--- config.mk ---
export PLATFORM = sky130hd
export DESIGN_NAME = multi_channel_pwm_generator
export DESIGN_NICKNAME = d
export VERILOG_FILES = /design/src/rtl/mcpwm_pkg.sv /design/src/rtl/mcpwm_core.sv /design/src/rtl/mcpwm_outbuf.sv /design/src/rtl/multi_channel_pwm_generator.sv
export VERILOG_INCLUDE_DIRS = /design/src /design/src/rtl
export SDC_FILE = /design/constraint.sdc
export NUM_CORES = 1
export LEC_CHECK = 0
export BUFFER_PORTS_ARGS = -buffer_cell sky130_fd_sc_hd__buf_2
export CELL_PAD_IN_SITES_DETAIL_PLACEMENT = 1
export CELL_PAD_IN_SITES_GLOBAL_PLACEMENT = 1
export CORE_ASPECT_RATIO = 0.75
export CORE_UTILIZATION = 30
export CTS_CLUSTER_DIAMETER = 200
export DETAILED_ROUTE_END_ITERATION = 16
export PLACE_DENSITY = 0.59
export REMOVE_ABC_BUFFERS = 1
export SETUP_SLACK_MARGIN = 0.05
export SLEW_MARGIN = 25
export SYNTH_ARGS = -nofsm -noshare
export SYNTH_HDL_FRONTEND = slang
export SYNTH_SLANG_ARGS = --single-unit
--- constraint.sdc ---
create_clock -name clk -period 12.19 [get_ports clk]
set_input_delay 1.8285 -clock clk [delete_from_list [all_inputs] [get_ports clk]]
set_output_delay 1.8285 -clock clk [all_outputs]
set_load 0.01 [all_outputs]
--- src/rtl/multi_channel_pwm_generator_macros.svh ---
// assertion macros for the multi-channel pwm generator
// no dependencies; included by the top level, which supplies clk and rst
`ifndef MULTI_CHANNEL_PWM_GENERATOR_MACROS_SVH
`define MULTI_CHANNEL_PWM_GENERATOR_MACROS_SVH

// same-cycle implication, checked outside reset
`define MCPWM_ASSERT_IMPL(label, ante, cons) \
  label: assert property (@(posedge clk) disable iff (rst) (ante) |-> (cons)) \
    else $error("mcpwm assertion failed");

// next-cycle implication, checked outside reset
`define MCPWM_ASSERT_NEXT(label, ante, cons) \
  label: assert property (@(posedge clk) disable iff (rst) (ante) |=> (cons)) \
    else $error("mcpwm assertion failed");

`endif

--- src/rtl/mcpwm_pkg.sv ---
// shared types, constants and the pin map of the multi-channel pwm generator
// no dependencies; used by all rtl modules through scoped names
package mcpwm_pkg;

  localparam int CHANNELS   = 8;
  localparam int WIDTH_W    = 17;
  localparam int CHAN_W     = 4;
  localparam int PINS_W     = 12;
  localparam int PIN_IDX_W  = 4;

  localparam logic [WIDTH_W-1:0] PERIOD_RESET = 17'd93712;

  // pin bit for channels 1..8
  localparam logic [PIN_IDX_W-1:0] PIN_MAP [8] = '{
    4'd8, 4'd10, 4'd9, 4'd11, 4'd6, 4'd7, 4'd4, 4'd5
  };

  typedef enum logic [0:0] {
    CMD_TICK      = 1'b0,
    CMD_SET_WIDTH = 1'b1
  } cmd_t;

  typedef struct packed {
    cmd_t               command;
    logic [CHAN_W-1:0]  channel;
    logic [WIDTH_W-1:0] width;
  } in_t;

  typedef struct packed {
    logic [PINS_W-1:0]  pins;
    logic [WIDTH_W-1:0] position;
  } out_t;

  // result of one accepted transaction, core to output buffer
  typedef struct packed {
    logic valid;
    out_t data;
  } res_t;

endpackage

--- src/rtl/mcpwm_core.sv ---
// period counter, width registers and pin compare of the pwm generator
// depends on mcpwm_pkg
module mcpwm_core (
  input  logic                          clk,
  input  logic                          rst,
  input  logic                          cfg_we,
  input  logic [mcpwm_pkg::WIDTH_W-1:0] cfg_data,
  input  logic                          item_fire,
  input  mcpwm_pkg::in_t                item,
  output mcpwm_pkg::res_t               res
);

  logic [mcpwm_pkg::WIDTH_W-1:0] period;
  logic [mcpwm_pkg::WIDTH_W-1:0] count;
  logic [mcpwm_pkg::WIDTH_W-1:0] count_next;
  logic [mcpwm_pkg::WIDTH_W-1:0] count_inc;
  logic [mcpwm_pkg::WIDTH_W-1:0] chan_width [mcpwm_pkg::CHANNELS];
  logic [mcpwm_pkg::PINS_W-1:0]  pins;
  logic                          is_tick;

  assign is_tick   = (item.command == mcpwm_pkg::CMD_TICK);
  // wraps at 17 bits, then to zero at the period
  assign count_inc  = count + mcpwm_pkg::WIDTH_W'(1);
  assign count_next = (count_inc >= period) ? '0 : count_inc;

  always_comb begin
    pins = '0;
    for (int i = 0; i < mcpwm_pkg::CHANNELS; i++) begin
      if (count_next < chan_width[i]) begin
        pins[mcpwm_pkg::PIN_MAP[i]] = 1'b1;
      end
    end
  end

  assign res.valid         = item_fire && is_tick;
  assign res.data.pins     = pins;
  assign res.data.position = count_next;

  always_ff @(posedge clk) begin
    if (rst) begin
      period <= mcpwm_pkg::PERIOD_RESET;
    end else if (cfg_we) begin
      period <= cfg_data;
    end
  end

  always_ff @(posedge clk) begin
    if (rst) begin
      count <= '0;
      for (int i = 0; i < mcpwm_pkg::CHANNELS; i++) begin
        chan_width[i] <= '0;
      end
    end else if (item_fire) begin
      if (is_tick) begin
        count <= count_next;
      end else begin
        // channel 0 writes all, 1..CHANNELS one, others nothing
        for (int i = 0; i < mcpwm_pkg::CHANNELS; i++) begin
          if (item.channel == '0 || item.channel == mcpwm_pkg::CHAN_W'(i + 1)) begin
            chan_width[i] <= item.width;
          end
        end
      end
    end
  end

endmodule

--- src/rtl/mcpwm_outbuf.sv ---
// output register with one skid entry for the pwm result channel
// depends on mcpwm_pkg
module mcpwm_outbuf (
  input  logic            clk,
  input  logic            rst,
  input  mcpwm_pkg::res_t res,
  output logic            can_take,
  output logic            result_valid,
  input  logic            result_ready,
  output mcpwm_pkg::out_t result
);

  logic            skid_valid;
  mcpwm_pkg::out_t skid;
  logic            pop;

  assign can_take = !skid_valid;
  assign pop      = result_valid && result_ready;

  always_ff @(posedge clk) begin
    if (rst) begin
      result_valid <= 1'b0;
      skid_valid   <= 1'b0;
    end else if (!result_valid || pop) begin
      if (skid_valid) begin
        result <= skid;
        result_valid <= 1'b1;
        if (res.valid) begin
          skid <= res.data;
        end else begin
          skid_valid <= 1'b0;
        end
      end else begin
        result       <= res.data;
        result_valid <= res.valid;
      end
    end else if (res.valid) begin
      skid       <= res.data;
      skid_valid <= 1'b1;
    end
  end

endmodule

--- src/rtl/multi_channel_pwm_generator.sv ---
// top level of the eight-channel pwm generator with a shared period counter
// depends on mcpwm_pkg, mcpwm_core, mcpwm_outbuf and the macros header
//
// usage:
//   item channel (item_valid/item_ready, payload item): a tick transaction
//   advances the shared period counter and yields one result; a set-width
//   transaction loads channel 1..8, or all of them for channel 0, and
//   yields nothing. the new width shows from the next tick on.
//   result channel (result_valid/result_ready, payload result): pin word
//   with channels on bits 4..11 and the counter position after the tick.
//   cfg_we/cfg_data: loads the period register, no handshake.
// throughput: one transaction per cycle while item_ready is high, ticks and set-widths alike.
// result path: a tick's result comes out of the output register; counter
//   step, wrap compare and the eight width compares are all combinational
//   logic in front of that register.
// stall: while the receiver holds off, one more result parks in a skid
//   entry; item_ready drops only while that entry is occupied.
// reset: period back to 93712, counter and all widths to zero (pins low),
//   output and skid empty.
`include "multi_channel_pwm_generator_macros.svh"

module multi_channel_pwm_generator (
  input  logic                          clk,
  input  logic                          rst,
  input  logic                          cfg_we,
  input  logic [mcpwm_pkg::WIDTH_W-1:0] cfg_data,
  input  logic                          item_valid,
  output logic                          item_ready,
  input  mcpwm_pkg::in_t                item,
  output logic                          result_valid,
  input  logic                          result_ready,
  output mcpwm_pkg::out_t               result
);

  logic            item_fire;
  logic            tick_fire;
  mcpwm_pkg::res_t res;
  logic            can_take;

  // accept whenever the skid entry is free, so a single stalled result does not block
  assign item_ready = can_take;
  assign item_fire  = item_valid && item_ready;
  assign tick_fire  = item_fire && (item.command == mcpwm_pkg::CMD_TICK);

  // state and the combinational result logic
  mcpwm_core u_core (
    .clk       (clk),
    .rst       (rst),
    .cfg_we    (cfg_we),
    .cfg_data  (cfg_data),
    .item_fire (item_fire),
    .item      (item),
    .res       (res)
  );

  // result register plus skid entry
  mcpwm_outbuf u_outbuf (
    .clk          (clk),
    .rst          (rst),
    .res          (res),
    .can_take     (can_take),
    .result_valid (result_valid),
    .result_ready (result_ready),
    .result       (result)
  );

  // skid is only used when the output register is occupied
  `MCPWM_ASSERT_IMPL(a_skid_implies_out, !item_ready, result_valid)
  // an accepted tick always shows a result on the next cycle
  `MCPWM_ASSERT_NEXT(a_tick_gives_result, tick_fire, result_valid)
  // low pin bits carry no channel
  `MCPWM_ASSERT_IMPL(a_low_pins_zero, result_valid, result.pins[3:0] == 4'd0)

endmodule
==> results by group <==
Run status
  – Status: completed

Clock tree
  – Setup Fix Bufs, Post-CTS: 0
  – CTS sink count: 222
  – Root buffer cell: clkbuf_16
  – CTS buffer count: 24
  – Skew-Pair Late Insertion Delay: 540 ps
  – Post-cts gate resize count: 0
  – Clock buffer depth: 3
  – CTS H-tree lvls: 1
  – Clk slew on worst S/H paths: 60 ps
  – CTS Hold Buffers Added: 0
  – CTS tree: done

Layout
  – Layout cells sized above 1: 12.44%
  – Layout area overhead: 15.36%
  – Antenna cells: 0
  – Final Core Density: 35.41%
  – Nets: 1474
  – Layout fillers: 4481
  – FF+latch area: 0.006307 mm2
  – Multi-input logic area: 0.005071 mm2

Die
  – Die W: 235.3 um
  – Die Y: 176.9 um
  – Die footprint: 0.04163 mm2
  – Starting Density: 30.69%
  – Row count: 63
  – Core area: 0.03989 mm2
  – Ports: 75

Critical path
  – Worst path required time: 12440 ps
  – Worst-path cell chain: ha_1 -> and3_1 -> nand4_1 -> nor2_1 -> xnor2_1 -> inv_1 -> ha_1 -> nand4_1 -> nor3_2 -> and4_1 -> a21o_4 -> nor2_1 -> buf_4 -> ha_1 -> nand4_1 -> nor4_1 -> a221oi_1 -> a32oi_1 -> o21ai_0
  – Crit-path max FO: 33
  – CP startpoint kind: register
  – Worst endpoint data arrival time: 6440 ps
  – Crit-path max cell delay: 670 ps
  – CP Class: reg -> reg
  – CP Capture Type: register
  – Crit-path slowest cell: nor4_1

STA
  – WHS: 485.6 ps
  – Max-Slew Margin vs Limit: 39.58%
  – Tcrit/Tclk final: 50.76%
  – Final hold vios: 0
  – Final min period: 6188 ps
  – Fmax: 0.1616 GHz
  – Post-route setup TNS: 0 ps
  – Setup ws final: 6002 ps
  – Setup violators final: 0
  – Max-slew violation count: 0
  – RSZ-0062 raised after global routing: false
  – Worst-margin pin slew: 903.4 ps
  – Setup Skew: 16.45 ps

Drt
  – Wire per inst: 19.92 um
  – Drt total wl: 36300 um
  – 1st-pass router iterations: 5
  – Remaining DRCs: 0
  – Vias per cell: 4.946
  – Routed vias: 9011
  – DRT iter0 DRCs: 438
  – Post-DRT Antenna Nets: 0

Pwr
  – Pleak: 6.165 nW
  – Worst vdd ir: 111.3 uV
  – P_sw: 0.4123 mW
  – P_int: 1.344 mW
  – Pwr Density: 124.4 mW/mm2
  – Sw frac: 23.48%
  – Clock power frac: 44.2%
  – Reg power frac: 48.7%
  – Comb power frac: 7.0%

Yosys
  – Mapped Cells: 1201
  – Syn avg cell area: 10.19 um2
  – Synth top area cells: edfxtp_1, ha_1, dfxtp_1, inv_1, nor2_1
  – Number of synthesized flops with an enable pin: 186
  – #FFs+latches synth: 222
  – FFs w/ async S/R, synth: 0%
  – Post-synth top area share: 45.63%
  – Synth warn: 0
  – Post-synth top flop: edfxtp_1
  – Area leader, netlist: edfxtp_1
  – Commonest cells post-synth: edfxtp_1, inv_1, nor2_1
  – Seq/Total Area, Yosys: 51.51%
  – Synth Cell Area: 0.01224 mm2
  – Post-synth cell types: 55

Placement
  – Port bufs: 70
  – Pre-CTS setup slack: 5878 ps
  – Hpwl dp: 26530 um
  – Gpl congestion: 0.8135

Global routing
  – First-pass GRT wire length: 55780 um
  – Gr ovfl total: 0
  – Largest net degree at the start of global routing: 49
  – Initial antenna violation count: 2
  – Vias in the first global route: 9266
  – GRT Total Usage: 17.89%

Hold path
  – Worst Hold Class: reg -> reg

Run
  – Max_cap viols: 0
-- per-stage QoR --
stage                     power (mW)  instances  instance area (um2)
after global routing           1.826       1822                14120
after detailed placement      0.9981       1778                13290
after CTS                      1.784       1822                14120
final                          1.756       1822                14120
after floorplan               0.9387       1162                12050
after global placement        0.9941       1777                13270
-- state kept, by name, indices dropped and copies added, names as in the netlist --
signal / count
u_core.count: 17
u_outbuf.result_valid: 1
u_outbuf.skid_valid: 1
u_core.chan_width: 136
u_outbuf.result: 25
u_core.period: 17
u_outbuf.skid: 25
-- logic make-up (layout without fill, tap and decap cells) --
family	after synthesis	after routing	share of synthesized area, %
simple gates	382	382	13.54
buf+inv	229	327	7.359
flops	222	222	51.51
compound gates	192	192	10.44
fa+ha+maj	146	146	14.92
xor+xnor	18	18	1.288
mux	11	11	0.9097
other cells	1	4	0.03063
-- cells in the final DEF (no fill, tap or decap), types with 2 or more instances in the layout --
master,n
a21o_1,2
a21oi_1,67
a221oi_1,7
a22oi_1,7
a31oi_1,3
a32oi_1,6
and2_1,2
and3_1,5
and4_1,4
buf_2,70
buf_4,25
bufinv_16,3
clkbuf_1,2
clkbuf_16,26
clkbuf_8,2
clkinv_1,5
clkinv_2,7
conb_1,4
dfxtp_1,35
edfxtp_1,186
ha_1,146
inv_1,186
mux2i_1,10
nand2_1,130
nand2b_1,2
nand3_1,30
nand4_1,29
nor2_1,154
nor2b_1,2
nor3_1,3
nor3_2,2
nor4_1,7
o211ai_1,15
o21ai_0,51
o21ai_2,2
o31ai_1,5
o31ai_2,13
or3_1,7
xnor2_1,8
xor2_1,10
-- cell type report --
cell class | count | share of cell area (%)
Clock buffer | 30 | 4.855
Clock inverter | 14 | 0.9923
Inverter | 187 | 4.970
Multi-Input combinational cell | 753 | 35.91
Sequential cell | 222 | 44.66
Tap cell | 520 | 4.607
Timing Repair Buffer | 96 | 4.005
-- worst paths after layout --
check | slack, ps | startpoint | end | depth (start not counted)
max | 6000 | u_core.count[0] | u_outbuf.result[21] | 19
min | 490 | u_core.period[9] | u_core.period[9] | 2
max reg2reg | 6000 | u_core.count[0] | u_outbuf.result[21] | 19
min reg2reg | 490 | u_core.period[9] | u_core.period[9] | 2
-- layer usage --
metal	up-vias	wire length [um]	track usage, %
met5	-	0	0
met4	0	963	5.229
met3	53	1415	2.667
met2	156	16090	28.71
met1	4465	17830	25.00
li1	4337	-	-
-- worst max-delay path: cells and delay by family (launching register included) --
family / cells / cell delay, ps
AO/OA/AOI/OAI: 4 / 1070
XOR/XNOR: 1 / 240
adder cells (fa/ha/maj): 3 / 980
buffers and inverters: 2 / 320
flip-flops: 1 / 560
AND/OR/NAND/NOR: 9 / 2710
-- power by group through the flow --
stage	clock network (mW)	registers, mW	logic, mW
after floorplan	0	0.872	0.0665
final	0.776	0.856	0.124
after global placement	0	0.872	0.122
after CTS	0.801	0.856	0.126
after detailed placement	0	0.873	0.125
after global routing	0.828	0.858	0.140
No activity file was read; power rests on OpenSTA's default activity.
